**config.mk**
```make
export PLATFORM = sky130hd
export DESIGN_NAME = packbits_run_length_encoder_core_flat
export DESIGN_NICKNAME = d
export VERILOG_FILES = /design/src/design/pbrle_pkg.sv /design/src/design/pbrle_if.sv /design/src/design/pbrle_dp.sv /design/src/design/pbrle_ctrl.sv /design/src/design/packbits_run_length_encoder_core.sv /design/src/flat_wrapper.sv
export SDC_FILE = /design/constraint.sdc
export NUM_CORES = 2
export LEC_CHECK = 0
export BUFFER_PORTS_ARGS = -buffer_cell sky130_fd_sc_hd__buf_2
export CAP_MARGIN = 20
export CORE_MARGIN = 5
export CORE_UTILIZATION = 60
export CTS_BUF_LIST = sky130_fd_sc_hd__clkbuf_8
export DETAILED_ROUTE_END_ITERATION = 10
export PLACE_DENSITY = 0.84
export SETUP_SLACK_MARGIN = 0.4
export SYNTH_ARGS = -nofsm -noshare
export SYNTH_HDL_FRONTEND = slang
export SYNTH_SLANG_ARGS = --single-unit
export TNS_END_PERCENT = 5
```
**constraint.sdc**
```tcl
create_clock -name clk_i -period 4.6 [get_ports clk_i]
set_input_delay 0 -clock clk_i [delete_from_list [all_inputs] [get_ports clk_i]]
set_output_delay 0 -clock clk_i [all_outputs]
set_load 0.03 [all_outputs]
```
**src/design/pbrle_pkg.sv**
```systemverilog
`default_nettype none

package pbrle_pkg;

  localparam int MaxChunk       = 128;
  localparam int BytesPerResult = 8;
  localparam int MemDepth       = 256;

  typedef enum logic [1:0] {
    BSEL_HDR,
    BSEL_RUNV,
    BSEL_MEM
  } bsel_e;

  typedef enum logic {
    WSEL_BYTE,
    WSEL_RUNV
  } wsel_e;

  typedef struct packed {
    logic       push;
    bsel_e      bsel;
    logic [7:0] hdr;
    logic       we;
    wsel_e      wsel;
    logic [7:0] waddr;
    logic [7:0] raddr;
    logic       rv_load;
    logic       flush;
  } cmd_t;

  typedef struct packed {
    logic eq_rv;
    logic eq_p1;
    logic eq_p2;
    logic line_end;
    logic byte_rdy;
    logic out_free;
    logic pk_empty;
  } sts_t;

endpackage

`default_nettype wire

```
**src/design/pbrle_if.sv**
```systemverilog
`default_nettype none

interface pbrle_in_if;
  logic       valid;
  logic       ready;
  logic [7:0] data_byte;
  logic       line_end;

  modport source (output valid, output data_byte, output line_end, input ready);
  modport sink   (input valid, input data_byte, input line_end, output ready);
endinterface

interface pbrle_out_if;
  logic        valid;
  logic        ready;
  logic [63:0] packed_bytes;
  logic [3:0]  byte_count;
  logic        last_of_item;
  logic        line_done;

  modport source (output valid, output packed_bytes, output byte_count,
                  output last_of_item, output line_done, input ready);
  modport sink   (input valid, input packed_bytes, input byte_count,
                  input last_of_item, input line_done, output ready);
endinterface

`default_nettype wire

```
**src/design/pbrle_dp.sv**
```systemverilog
`default_nettype none

module pbrle_dp (
  input  wire logic            clk_i,
  input  wire logic            rst_ni,
  input  wire logic            in_fire_i,
  input  wire logic [7:0]      data_byte_i,
  input  wire logic            line_end_i,
  input  wire pbrle_pkg::cmd_t cmd_i,
  output pbrle_pkg::sts_t      sts_o,
  output logic                 out_valid_o,
  input  wire logic            out_ready_i,
  output logic [63:0]          packed_bytes_o,
  output logic [3:0]           byte_count_o,
  output logic                 last_of_item_o,
  output logic                 line_done_o
);

  logic [7:0]  mem [pbrle_pkg::MemDepth];
  logic [7:0]  rdata_q;
  logic [7:0]  b_q, rv_q, p1_q, p2_q;
  logic        end_q;
  logic [63:0] pk_word_q;
  logic [3:0]  pk_cnt_q;
  logic [7:0]  wdata, obyte;
  logic        out_free, pk_full, load_full, load_flush;

  assign wdata = (cmd_i.wsel == pbrle_pkg::WSEL_RUNV) ? rv_q : b_q;

  always_comb begin
    unique case (cmd_i.bsel)
      pbrle_pkg::BSEL_RUNV: obyte = rv_q;
      pbrle_pkg::BSEL_MEM:  obyte = rdata_q;
      default:              obyte = cmd_i.hdr;
    endcase
  end

  always_ff @(posedge clk_i) begin
    if (cmd_i.we) begin
      mem[cmd_i.waddr] <= wdata;
    end
    rdata_q <= mem[cmd_i.raddr];
  end

  assign out_free   = !out_valid_o || out_ready_i;
  assign pk_full    = (pk_cnt_q == 4'(pbrle_pkg::BytesPerResult));
  assign load_full  = cmd_i.push && pk_full;
  assign load_flush = cmd_i.flush && !cmd_i.push;

  always_ff @(posedge clk_i or negedge rst_ni) begin
    if (!rst_ni) begin
      b_q            <= '0;
      end_q          <= 1'b0;
      rv_q           <= '0;
      p1_q           <= '0;
      p2_q           <= '0;
      pk_word_q      <= '0;
      pk_cnt_q       <= '0;
      out_valid_o    <= 1'b0;
      packed_bytes_o <= '0;
      byte_count_o   <= '0;
      last_of_item_o <= 1'b0;
      line_done_o    <= 1'b0;
    end else begin
      if (in_fire_i) begin
        b_q   <= data_byte_i;
        end_q <= line_end_i;
      end
      if (cmd_i.rv_load) begin
        rv_q <= b_q;
      end
      if (cmd_i.we) begin
        p2_q <= p1_q;
        p1_q <= wdata;
      end
      if (cmd_i.push) begin
        if (pk_full) begin
          pk_word_q <= {56'd0, obyte};
          pk_cnt_q  <= 4'd1;
        end else begin
          pk_word_q[{pk_cnt_q[2:0], 3'b000} +: 8] <= obyte;
          pk_cnt_q <= pk_cnt_q + 4'd1;
        end
      end else if (cmd_i.flush) begin
        pk_word_q <= '0;
        pk_cnt_q  <= '0;
      end
      if (load_full || load_flush) begin
        out_valid_o    <= 1'b1;
        packed_bytes_o <= pk_word_q;
        byte_count_o   <= pk_cnt_q;
        last_of_item_o <= load_flush;
        line_done_o    <= load_flush && end_q;
      end else if (out_ready_i) begin
        out_valid_o <= 1'b0;
      end
    end
  end

  always_comb begin
    sts_o.eq_rv    = (b_q == rv_q);
    sts_o.eq_p1    = (b_q == p1_q);
    sts_o.eq_p2    = (b_q == p2_q);
    sts_o.line_end = end_q;
    sts_o.byte_rdy = !pk_full || out_free;
    sts_o.out_free = out_free;
    sts_o.pk_empty = (pk_cnt_q == 4'd0);
  end

endmodule

`default_nettype wire

```
**src/design/pbrle_ctrl.sv**
```systemverilog
`default_nettype none

module pbrle_ctrl (
  input  wire logic            clk_i,
  input  wire logic            rst_ni,
  input  wire logic            in_fire_i,
  output logic                 in_ready_o,
  input  wire pbrle_pkg::sts_t sts_i,
  output pbrle_pkg::cmd_t      cmd_o
);

  typedef enum logic [3:0] {
    S_IDLE, S_EVAL, S_WR2, S_RUN_HDR, S_RUN_VAL,
    S_LIT_HDR, S_LIT_RD, S_LIT_EM, S_FIN, S_FLUSH
  } state_e;

  state_e     state_q, state_d;
  logic       run_mode_q, run_mode_d, end_phase_q, end_phase_d;
  logic [7:0] run_len_q, run_len_d, cnt_q, cnt_d, head_q, head_d;
  logic [7:0] rd_q, rd_d, rem_q, rem_d, chk_q, chk_d, hdr_q, hdr_d;
  logic [7:0] chunk;

  assign chunk      = (rem_q > 8'(pbrle_pkg::MaxChunk)) ? 8'(pbrle_pkg::MaxChunk) : rem_q;
  assign in_ready_o = (state_q == S_IDLE);

  always_comb begin
    state_d     = state_q;
    run_mode_d  = run_mode_q;
    end_phase_d = end_phase_q;
    run_len_d   = run_len_q;
    cnt_d       = cnt_q;
    head_d      = head_q;
    rd_d        = rd_q;
    rem_d       = rem_q;
    chk_d       = chk_q;
    hdr_d       = hdr_q;
    cmd_o         = '0;
    cmd_o.bsel    = pbrle_pkg::BSEL_HDR;
    cmd_o.wsel    = pbrle_pkg::WSEL_BYTE;
    cmd_o.hdr     = hdr_q;
    cmd_o.raddr   = rd_q;
    cmd_o.waddr   = head_q;
    unique case (state_q)
      S_IDLE: begin
        if (in_fire_i) state_d = S_EVAL;
      end
      S_EVAL: begin
        if (run_mode_q) begin
          if (sts_i.eq_rv) begin
            if (run_len_q == 8'(pbrle_pkg::MaxChunk)) begin
              hdr_d     = 8'd1 - 8'(pbrle_pkg::MaxChunk);
              run_len_d = 8'd1;
              state_d   = S_RUN_HDR;
            end else begin
              run_len_d = run_len_q + 8'd1;
              state_d   = S_FIN;
            end
          end else begin
            run_mode_d = 1'b0;
            run_len_d  = '0;
            cmd_o.we   = 1'b1;
            if (run_len_q >= 8'd2) begin
              hdr_d   = 8'd1 - run_len_q;
              cnt_d   = 8'd1;
              state_d = S_RUN_HDR;
            end else begin
              // single leftover run byte opens the literal
              cmd_o.wsel = pbrle_pkg::WSEL_RUNV;
              cnt_d      = 8'd2;
              state_d    = S_WR2;
            end
          end
        end else begin
          cmd_o.we    = 1'b1;
          cmd_o.waddr = head_q + cnt_q;
          if (cnt_q >= 8'd2 && sts_i.eq_p1 && sts_i.eq_p2) begin
            cmd_o.rv_load = 1'b1;
            run_mode_d    = 1'b1;
            run_len_d     = 8'd3;
            cnt_d         = '0;
            rem_d         = cnt_q - 8'd2;
            rd_d          = head_q;
            state_d       = (cnt_q == 8'd2) ? S_FIN : S_LIT_HDR;
          end else if (cnt_q >= 8'(pbrle_pkg::MaxChunk + 1)) begin
            rem_d   = 8'(pbrle_pkg::MaxChunk);
            rd_d    = head_q;
            head_d  = head_q + 8'(pbrle_pkg::MaxChunk);
            cnt_d   = cnt_q + 8'd1 - 8'(pbrle_pkg::MaxChunk);
            state_d = S_LIT_HDR;
          end else begin
            cnt_d   = cnt_q + 8'd1;
            state_d = S_FIN;
          end
        end
      end
      S_WR2: begin
        cmd_o.we    = 1'b1;
        cmd_o.waddr = head_q + 8'd1;
        state_d     = S_FIN;
      end
      S_RUN_HDR: begin
        if (sts_i.byte_rdy) begin
          cmd_o.push = 1'b1;
          state_d    = S_RUN_VAL;
        end
      end
      S_RUN_VAL: begin
        if (sts_i.byte_rdy) begin
          cmd_o.push = 1'b1;
          cmd_o.bsel = pbrle_pkg::BSEL_RUNV;
          state_d    = end_phase_q ? S_FLUSH : S_FIN;
        end
      end
      S_LIT_HDR: begin
        cmd_o.hdr = chunk - 8'd1;
        if (sts_i.byte_rdy) begin
          cmd_o.push = 1'b1;
          chk_d      = chunk;
          state_d    = S_LIT_RD;
        end
      end
      S_LIT_RD: begin
        state_d = S_LIT_EM;
      end
      S_LIT_EM: begin
        if (sts_i.byte_rdy) begin
          cmd_o.push = 1'b1;
          cmd_o.bsel = pbrle_pkg::BSEL_MEM;
          rd_d       = rd_q + 8'd1;
          rem_d      = rem_q - 8'd1;
          chk_d      = chk_q - 8'd1;
          if (chk_q != 8'd1)      state_d = S_LIT_RD;
          else if (rem_q != 8'd1) state_d = S_LIT_HDR;
          else                    state_d = end_phase_q ? S_FLUSH : S_FIN;
        end
      end
      S_FIN: begin
        end_phase_d = 1'b1;
        state_d     = S_FLUSH;
        if (sts_i.line_end) begin
          run_mode_d = 1'b0;
          run_len_d  = '0;
          cnt_d      = '0;
          if (run_mode_q && run_len_q >= 8'd2) begin
            hdr_d   = 8'd1 - run_len_q;
            state_d = S_RUN_HDR;
          end else if (run_mode_q) begin
            // lone run byte goes out as a one-byte literal
            cmd_o.we   = 1'b1;
            cmd_o.wsel = pbrle_pkg::WSEL_RUNV;
            rem_d      = 8'd1;
            rd_d       = head_q;
            state_d    = S_LIT_HDR;
          end else if (cnt_q != 8'd0) begin
            rem_d   = cnt_q;
            rd_d    = head_q;
            state_d = S_LIT_HDR;
          end
        end
      end
      S_FLUSH: begin
        if (sts_i.pk_empty) begin
          end_phase_d = 1'b0;
          state_d     = S_IDLE;
        end else if (sts_i.out_free) begin
          cmd_o.flush = 1'b1;
          end_phase_d = 1'b0;
          state_d     = S_IDLE;
        end
      end
      default: state_d = S_IDLE;
    endcase
  end

  always_ff @(posedge clk_i or negedge rst_ni) begin
    if (!rst_ni) begin
      state_q     <= S_IDLE;
      run_mode_q  <= 1'b0;
      end_phase_q <= 1'b0;
      run_len_q   <= '0;
      cnt_q       <= '0;
      head_q      <= '0;
      rd_q        <= '0;
      rem_q       <= '0;
      chk_q       <= '0;
      hdr_q       <= '0;
    end else begin
      state_q     <= state_d;
      run_mode_q  <= run_mode_d;
      end_phase_q <= end_phase_d;
      run_len_q   <= run_len_d;
      cnt_q       <= cnt_d;
      head_q      <= head_d;
      rd_q        <= rd_d;
      rem_q       <= rem_d;
      chk_q       <= chk_d;
      hdr_q       <= hdr_d;
    end
  end

endmodule

`default_nettype wire

```
**src/design/packbits_run_length_encoder_core.sv**
```systemverilog
// Channel | Dir | Payload                                          | Transfer
// in_i    | in  | data_byte[7:0], line_end                         | valid & ready
// out_o   | out | packed_bytes[63:0], byte_count[3:0],             | valid & ready
//         |     | last_of_item, line_done                          |
//
// One input byte passes through accept, evaluate, end check and flush when
// it codes nothing; a single leftover run byte must also be stored after
// evaluate. Each header or run byte adds a pack step, and each literal byte
// read back from the pending-byte memory adds a read step, then a pack step.
// Reset clears the controller state and the packer; the pending memory needs
// no clearing. A stalled output holds the packer, which holds the controller.
`default_nettype none

module packbits_run_length_encoder_core (
  input  wire logic clk_i,
  input  wire logic rst_ni,
  pbrle_in_if.sink    in_i,
  pbrle_out_if.source out_o
);

  pbrle_pkg::cmd_t cmd;
  pbrle_pkg::sts_t sts;
  logic            in_ready;
  logic            in_fire;

  // Accept a new byte only while the controller is idle.
  assign in_i.ready = in_ready;
  assign in_fire    = in_i.valid && in_ready;

  // Sequence segment decisions and byte emission.
  pbrle_ctrl u_ctrl (
    .clk_i      (clk_i),
    .rst_ni     (rst_ni),
    .in_fire_i  (in_fire),
    .in_ready_o (in_ready),
    .sts_i      (sts),
    .cmd_o      (cmd)
  );

  // Hold pending bytes, run value, packer and output register.
  pbrle_dp u_dp (
    .clk_i          (clk_i),
    .rst_ni         (rst_ni),
    .in_fire_i      (in_fire),
    .data_byte_i    (in_i.data_byte),
    .line_end_i     (in_i.line_end),
    .cmd_i          (cmd),
    .sts_o          (sts),
    .out_valid_o    (out_o.valid),
    .out_ready_i    (out_o.ready),
    .packed_bytes_o (out_o.packed_bytes),
    .byte_count_o   (out_o.byte_count),
    .last_of_item_o (out_o.last_of_item),
    .line_done_o    (out_o.line_done)
  );

endmodule

`default_nettype wire

```
**src/flat_wrapper.sv**
```systemverilog
// flat-port wrapper written by rule: the top's interface ports become plain ports
module packbits_run_length_encoder_core_flat 
  (clk_i, rst_ni, in_i_valid, in_i_data_byte, in_i_line_end, in_i_ready, out_o_valid, out_o_packed_bytes, out_o_byte_count, out_o_last_of_item, out_o_line_done, out_o_ready);
  pbrle_in_if in_i_i ();
  pbrle_out_if out_o_i ();
  input  wire logic clk_i;
  input  wire logic rst_ni;
  input wire logic [$bits(in_i_i.valid)-1:0] in_i_valid;
  input wire logic [$bits(in_i_i.data_byte)-1:0] in_i_data_byte;
  input wire logic [$bits(in_i_i.line_end)-1:0] in_i_line_end;
  output wire logic [$bits(in_i_i.ready)-1:0] in_i_ready;
  output wire logic [$bits(out_o_i.valid)-1:0] out_o_valid;
  output wire logic [$bits(out_o_i.packed_bytes)-1:0] out_o_packed_bytes;
  output wire logic [$bits(out_o_i.byte_count)-1:0] out_o_byte_count;
  output wire logic [$bits(out_o_i.last_of_item)-1:0] out_o_last_of_item;
  output wire logic [$bits(out_o_i.line_done)-1:0] out_o_line_done;
  input wire logic [$bits(out_o_i.ready)-1:0] out_o_ready;
  assign in_i_i.valid = in_i_valid;
  assign in_i_i.data_byte = in_i_data_byte;
  assign in_i_i.line_end = in_i_line_end;
  assign in_i_ready = in_i_i.ready;
  assign out_o_valid = out_o_i.valid;
  assign out_o_packed_bytes = out_o_i.packed_bytes;
  assign out_o_byte_count = out_o_i.byte_count;
  assign out_o_last_of_item = out_o_i.last_of_item;
  assign out_o_line_done = out_o_i.line_done;
  assign out_o_i.ready = out_o_ready;
  packbits_run_length_encoder_core u_core (.clk_i(clk_i), .rst_ni(rst_ni), .in_i(in_i_i), .out_o(out_o_i));
endmodule
```
Yosys cells after proc, flatten, opt, wreduce, memory -nomap -nowiden
Memory sizes are Yosys's and may differ from the RTL's. A register that Yosys moved wholly into a read port is not among the register bits.
Cells that the tools add are included.
{"block": "word_totals", "mem_bits_rw": 2048, "n_memories": 1, "output_inout_bits": 72, "wordCells": 219, "ff_bits": 234, "input_bits": 13}
{"block": "op_classes", "eq_ne": 36, "shifts": 2, "n_reduce_logical": 32, "order_cmp": 4, "add_sub_neg": 14, "mux": 106, "bitwise": 2}
{"memory": "u_core.u_dp.mem", "depth": 256, "width": 8, "rd": 1, "rd_ports_with_merged_regs": 1, "wr": 1, "line_no": "pbrle_dp.sv:19", "rtl": "logic [7:0] mem [pbrle_pkg::MemDepth];"}
{"cell": "8-bit 2-to-1 mux", "n": 37}
{"cell": "64-bit 2-to-1 mux", "n": 3}
{"cell": "8-bit case mux with 2 select lines", "n": 6}
{"cell": "4-bit 2-to-1 mux", "n": 22}
{"cell": "64-bit bitwise mux", "n": 1}
{"cell": "8-bit by 8-bit variable shift with 64-bit output, first input constant", "n": 1}
{"cell": "8-bit by 8-bit indexed part select with 64-bit output", "n": 1}
{"cell": "8-bit case mux with 3 select lines", "n": 2}
{"cell": "4-bit case mux with 10 select lines", "n": 1}
{"cell": "8-bit by 1-bit adder with 8-bit output, second input constant", "n": 4}
{"cell": "8-bit equality test", "n": 3}
{"cell": "8-bit by 1-bit subtractor with 8-bit output, second input constant", "n": 3}
{"cell": "1-bit 2-to-1 mux", "n": 21}
{"cell": "4-bit by 3-bit equality test with 1-bit output, second input constant", "n": 4}
{"cell": "8-bit by 2-bit >= comparator with 1-bit output, second input constant", "n": 2}
{"cell": "8-bit by 1-bit inequality test with 1-bit output, second input constant", "n": 2}
{"cell": "3-bit inequality test, second input constant", "n": 5}
{"cell": "4-bit equality test, second input constant", "n": 3}
{"cell": "2-bit inequality test, second input constant", "n": 6}
{"cell": "6-bit AND reduction", "n": 2}
{"cell": "2-bit 2-to-1 mux", "n": 5}
{"cell": "2-bit nonzero test", "n": 5}
{"cell": "3-bit AND reduction", "n": 3}
{"cell": "8-bit adder", "n": 1}
{"cell": "other kinds (31)", "n": 53}

Logic depth before layout (Yosys ltp)
{"block": "depth", "word_depth": 11, "mapped_depth": 13, "mapped_depth_nobuf": 11}

Cells and area by module
From an unflattened synthesis, not the netlist that was laid out.
{"block": "hier_totals", "cells_unflattened": 4989, "hier_area_um2": 91083.6}
{"mod": "pbrle_dp", "area_each_um2": 86750.7, "cells_per_inst": 4452, "n_inst": 1, "seq_area_each_um2": 65963.3}
{"mod": "pbrle_ctrl", "area_each_um2": 4326.6, "cells_per_inst": 536, "n_inst": 1, "seq_area_each_um2": 1376.3}
{"mod": "packbits_run_length_encoder_core", "area_each_um2": 6.3, "cells_per_inst": 1, "n_inst": 1, "seq_area_each_um2": 0.0}

Least setup slack after synthesis
Ideal clock, no wire load.
{"block": "synth_timing", "path_kind": "register to register", "startpoint": "register u_core.u_ctrl.run_len_q[4]", "endpoint": "memory u_core.u_dp.mem[0][0] (data pin)", "setup_time_ns": 0.558, "period_less_slack_ns": 3.990, "path_slack_ns": 0.610, "stages_incl_launch_ff": 7, "n_path_buf": 1, "t_arrival_ns": 3.432, "required_ns": 4.042, "path_cell_list": "dfrtp_1 -> clkbuf_1 -> nor4_1 -> and4_1 -> nand2_1 -> nor2_2 -> mux2_2"}
{"block": "synth_via", "elab_chain_len": 6, "elab_cells_between_ends": 9, "cone_classes": "order compare: 1; mux: 7; reduce/logical: 1"}
{"item": "from (decl)", "line_no": "pbrle_ctrl.sv:19", "rtl": "logic [7:0] run_len_q, run_len_d, cnt_q, cnt_d, head_q, head_d;"}
{"item": "from (signal assigned)", "line_no": "pbrle_ctrl.sv:191", "rtl": "run_len_q <= run_len_d;"}
{"item": "8-bit by 2-bit >= comparator with 1-bit output (*)", "line_no": "pbrle_ctrl.sv:62, pbrle_ctrl.sv:144"}
{"item": "1-bit 2-to-1 mux or 1-bit logical AND (tied branches)", "line_no": "pbrle_ctrl.sv:62, pbrle_ctrl.sv:144"}
{"item": "2-bit 2-to-1 mux (on tied branches)", "line_no": "pbrle_ctrl.sv:49, pbrle_ctrl.sv:144"}
{"item": "1-bit 2-to-1 mux or 2-bit 2-to-1 mux (tied branches)", "line_no": "pbrle_ctrl.sv:48, pbrle_ctrl.sv:140"}
{"item": "1-bit case mux with 2 select lines (*)", "line_no": "pbrle_ctrl.sv:43", "rtl": "unique case (state_q)"}
{"item": "8-bit 2-to-1 mux (*)", "line_no": "pbrle_dp.sv:28", "rtl": "assign wdata = (cmd_i.wsel == pbrle_pkg::WSEL_RUNV) ? rv_q : b_q;"}
{"item": "net u_core.u_dp.wdata[0]", "line_no": "pbrle_dp.sv:25", "rtl": "logic [7:0] wdata, obyte;"}
{"item": "to (decl)", "line_no": "pbrle_dp.sv:19"}
The timed path passes the listed nets; every way through them passes the cells marked *.

Worst setup path in the final report
{"block": "layout_timing", "startpoint": "register u_core.u_ctrl.state_q[2]", "endpoint": "memory u_core.u_dp.mem[115][1] (enable)"}
{"block": "layout_via", "elab_chain_len": 4, "elab_cells_between_ends": 7, "cone_classes": "eq/ne: 3; mux: 4"}
{"item": "from (decl)", "line_no": "pbrle_ctrl.sv:17", "rtl": "state_e state_q, state_d;"}
{"item": "from (signal assigned)", "line_no": "pbrle_ctrl.sv:188", "rtl": "state_q <= state_d;"}
{"item": "4-bit equality test (tied with other cells)", "line_no": "pbrle_ctrl.sv:43"}
{"item": "1-bit case mux with 3 select lines", "line_no": "pbrle_ctrl.sv:43"}
{"item": "1-bit 2-to-1 mux", "line_no": "pbrle_dp.sv:39", "rtl": "if (cmd_i.we) begin"}
{"item": "1-bit 2-to-1 mux (not written as such)", "line_no": "pbrle_dp.sv:40", "rtl": "mem[cmd_i.waddr] <= wdata;"}
Parallel ways exist; a longest one is shown, timed or not.

==> flow_summary_export.csv <==
group,metric,value,unit
die,dieArea,159000,sq um
timing,min_period_over_period,92.5,%
final_layout,syn_to_final_growth,11.7,%
placement,dp_hpwl,142,mm
synthesis,synth_area_per_cell,19.2,sq um
global_routing,grt_pass1_wl,347,mm
timing,rsz0062_at_grt,"yes",
pwr,p_leak,32.9,nW
drt,wl_per_cell,32.3,um
final_layout,layout.nets,5125,
worst_setup_path,worstReg2RegStart,"u_core.u_ctrl.state_q[2]",
clock_network,clkTransAtPathRegs,60,ps
worst_setup_path,end_kind,"flip-flop",
flow_run,cap_viol_max_count,0,
worst_setup_path,r2r-end,"u_core.u_dp.mem[115][1]",
worst_setup_path,path_max_fanout,16,
synthesis,synth_edf_count,2048,
synthesis,synth-seq-area-share,74.1,%
timing,whs,159,ps
global_routing,grt_max_degree,163,
timing,post-route-min-period,4260,ps
global_routing,grt_use_total,30.2,%
global_routing,antenna_found_initial,5,
clock_network,root_buffer,"clkbuf_8",
die,die_y,399,um
die,num_rows,142,
pwr,worst_ir_drop_vdd,0.682,mV
worst_setup_path,reg2regPathDepth,7,
drt,drtAntennaViolNets,0,
clock_network,numCtsBuffers,353,
status,status,"finished clean",
synthesis,synth_area,90800,sq um
global_routing,grt_pass1_vias,50400,
pwr,power_density,551,nW/um^2
worst_setup_path,cp.arrival,4890,ps
timing,hold_viol,0,
placement,port_buffers,84,
drt,via_per_inst,6.87,
final_layout,finalNonFillerCells,7375,
drt,dr.pass1.iters,9,
placement,globalplace.congestion,0.941,
synthesis,synth-warning-count,0,
synthesis,synth_cell_types,88,
timing,setup_tns,0,ps
drt,drtIter0Drc,8117,
worst_setup_path,startpoint,"u_core.u_ctrl.state_q[2]",
worst_setup_path,r2r_slack,340,ps
drt,num_vias,50700,
global_routing,grt-ovfl-total,0,
synthesis,ys.flop_type,"edfxtp_1",
die,core_area,150000,sq um
synthesis,synthCells,4739,
clock_network,cts_buffer_depth,4,
clock_network,clock_latency,1090,ps
drt,wl,238,mm
die,start_util,60.5,%
worst_setup_path,critical_path_required,5230,ps
timing,relSlewSlack,6.71,%
clock_network,cts_tree,"built",
worst_setup_path,crit_path_end,"u_core.u_dp.mem[115][1]",
clock_network,cts.sinks,2283,
final_layout,final_layout_size_suffix_gt1_share,27.2,%
placement,placed_cells,6712,
synthesis,synth_seq_cells,2283,
timing,report.final.slew_viol_count,0,
die,die_w,399,um
hold_path,min_path_type,"input port to flip-flop",
synthesis,syn_nets,4774,
worst_setup_path,critical_path_class,"flip-flop to flip-flop",
die,io_pins,85,
worst_setup_path,start_kind,"flip-flop",
drt,route.detailed.drc,0,
clock_network,htree_levels,5,
timing,clock_skew,88.6,ps
timing,fmax,235,MHz
synthesis,ys_async_sr_fraction,9.94,%
timing,finalSetupViolations,0,
timing,worst_pin_slew,1400,ps
[synth_stat cells, drive strengths merged, types with 7 or more instances]
library cell,number,area [sq um]
nand3,42,230
nand3b,7,52.6
a22oi,38,285
a2111oi,10,90.1
o221ai,15,131
inv,35,131
nor4,9,56.3
dfrtp,227,5680
a21o,7,52.6
buf,160,1100
nand2,169,642
xor2,15,131
nor3,44,235
nand4,15,154
dfxtp,8,160
a211oi,16,120
clkbuf,112,420
o21ai,181,910
nor2,372,1400
a211o,7,61.3
and3,15,93.8
a22o,17,149
mux2,126,1420
xnor2,17,149
mux4,489,11000
or3,8,50.1
ha,22,275
a31oi,24,156
o22ai,34,213
edfxtp,2048,61500
mux2i,198,1980
a21oi,75,375
and2,15,93.8
nor2b,16,100
o211ai,14,105
nand2b,19,119
a221oi,34,310
[per-layer routing]
| metal | global-route usage (%) | wire, um |
|---|---|---|
| met2 | 44.8 | 109000 |
| met1 | 40.2 | 81300 |
| met5 | 0 | 11 |
| met3 | 10.4 | 34900 |
| met4 | 15.9 | 13600 |
[registers in the layout, summed over array words and instances, names as in the netlist]
register and flops:
u_core.u_ctrl.cnt_q 8, u_core.u_ctrl.rd_q 8, u_core.u_dp.line_done_o 1, u_core.u_ctrl.rem_q 8, u_core.u_dp.rdata_q 8, u_core.u_dp.mem 2048
u_core.u_dp.packed_bytes_o 64, u_core.u_dp.p2_q 8, u_core.u_dp.b_q 8, u_core.u_dp.end_q 1, u_core.u_dp.out_valid_o 1, u_core.u_ctrl.run_mode_q 1
u_core.u_dp.byte_count_o 4, u_core.u_dp.rv_q 8, u_core.u_ctrl.end_phase_q 1, u_core.u_dp.pk_cnt_q 4, u_core.u_ctrl.chk_q 8, u_core.u_ctrl.head_q 1
u_core.u_ctrl.run_len_q 8, u_core.u_dp.pk_word_q 64, u_core.u_dp.p1_q 8, u_core.u_ctrl.hdr_q 8, u_core.u_ctrl.state_q 4, u_core.u_dp.last_of_item_o 1
[worst min path at each step]
stage | startpoint | endpoint | slack, ps | depth (start not counted)
detailed placement | rst_ni | u_core.u_dp.b_q[3] | 140 | 1
floorplan | rst_ni | u_core.u_ctrl.chk_q[0] | -300 | 0
global route | in_i_valid | u_core.u_ctrl.state_q[1] | 170 | 5
global placement | rst_ni | u_core.u_dp.b_q[3] | 130 | 1
finish | in_i_valid | u_core.u_ctrl.state_q[1] | 160 | 5
CTS | in_i_valid | u_core.u_ctrl.state_q[1] | 80 | 5
[report_power, final]
part,internal (mW),leakage (nW),switching (mW),total [mW]
clock network,8.56,3.73,7.79,16.3
logic,4.17,7.68,8.39,12.6
registers,26.3,21.5,0.804,27.1
[per-stage QoR]
step / total power [mW] / setup WS (ps) / utilization (%) / area, sq um
finish: 56.0 / 344 / 67.6 / 102000
floorplan: 35.1 / 610 / - / 90800
detailed placement: 39.6 / -201 / 62.6 / 94000
global placement: 39.2 / -64.2 / 62.6 / 94000
CTS: 55.8 / 298 / 67.4 / 101000
global route: 57.8 / 200 / 67.6 / 101000
[layout make-up]
type	instances	area [sq um]
sequential	2283	67400
clock buffer	379	5220
multi-input combinational	2148	22400
inverter	36	136
clock inverter	233	1470
timing repair buffer	268	2430
tap	2016	2520
fill	8800	48600
antenna	12	30.0
[critical path, stage by stage, from the launching register on]
cell and delay [ps]:
dfrtp_1 540, or4b_1 730, nor2_2 430, buf_4 350, a31oi_4 210, buf_12 220, or3_1 660, nor2_1 710
[cell usage in the layout (no fill, tap or decap), drive strengths merged, types with 19 or more instances in the layout]
cell type,instances
dlygate4sd3,32
a22oi,38
clkbuf,379
mux4,489
buf,236
dfrtp,227
nor2,372
mux2,126
nor3,44
nand2b,19
a31oi,24
nand2,169
nand3,42
ha,22
edfxtp,2048
a221oi,34
mux2i,198
a21oi,75
clkinv,110
inv,128
o22ai,34
o21ai,181
[what timing repair did]
| item | CTS | global route |
|---|---|---|
| gates resized for setup | 35 | 84 |
| pin swaps | 0 | 0 |
| hold endpoints to repair | 265 | 0 |
| setup endpoints to repair | 1881 | 2056 |
| buffers inserted | 0 | 2 |
| hold buffers | 33 | 0 |
[cell families (layout without fill, tap and decap cells)]
logic type | count (synthesis) | after routing | synth area share (%)
buf+inv | 308 | 916 | 1.83
simple gates | 753 | 753 | 3.76
compound gates | 528 | 528 | 3.81
xor+xnor | 32 | 32 | 0.309
fa+ha+maj | 22 | 22 | 0.303
mux | 813 | 813 | 15.9
other cells | 0 | 12 | 0
flops | 2283 | 2283 | 74.1
Power figures use the tool's default switching activity.
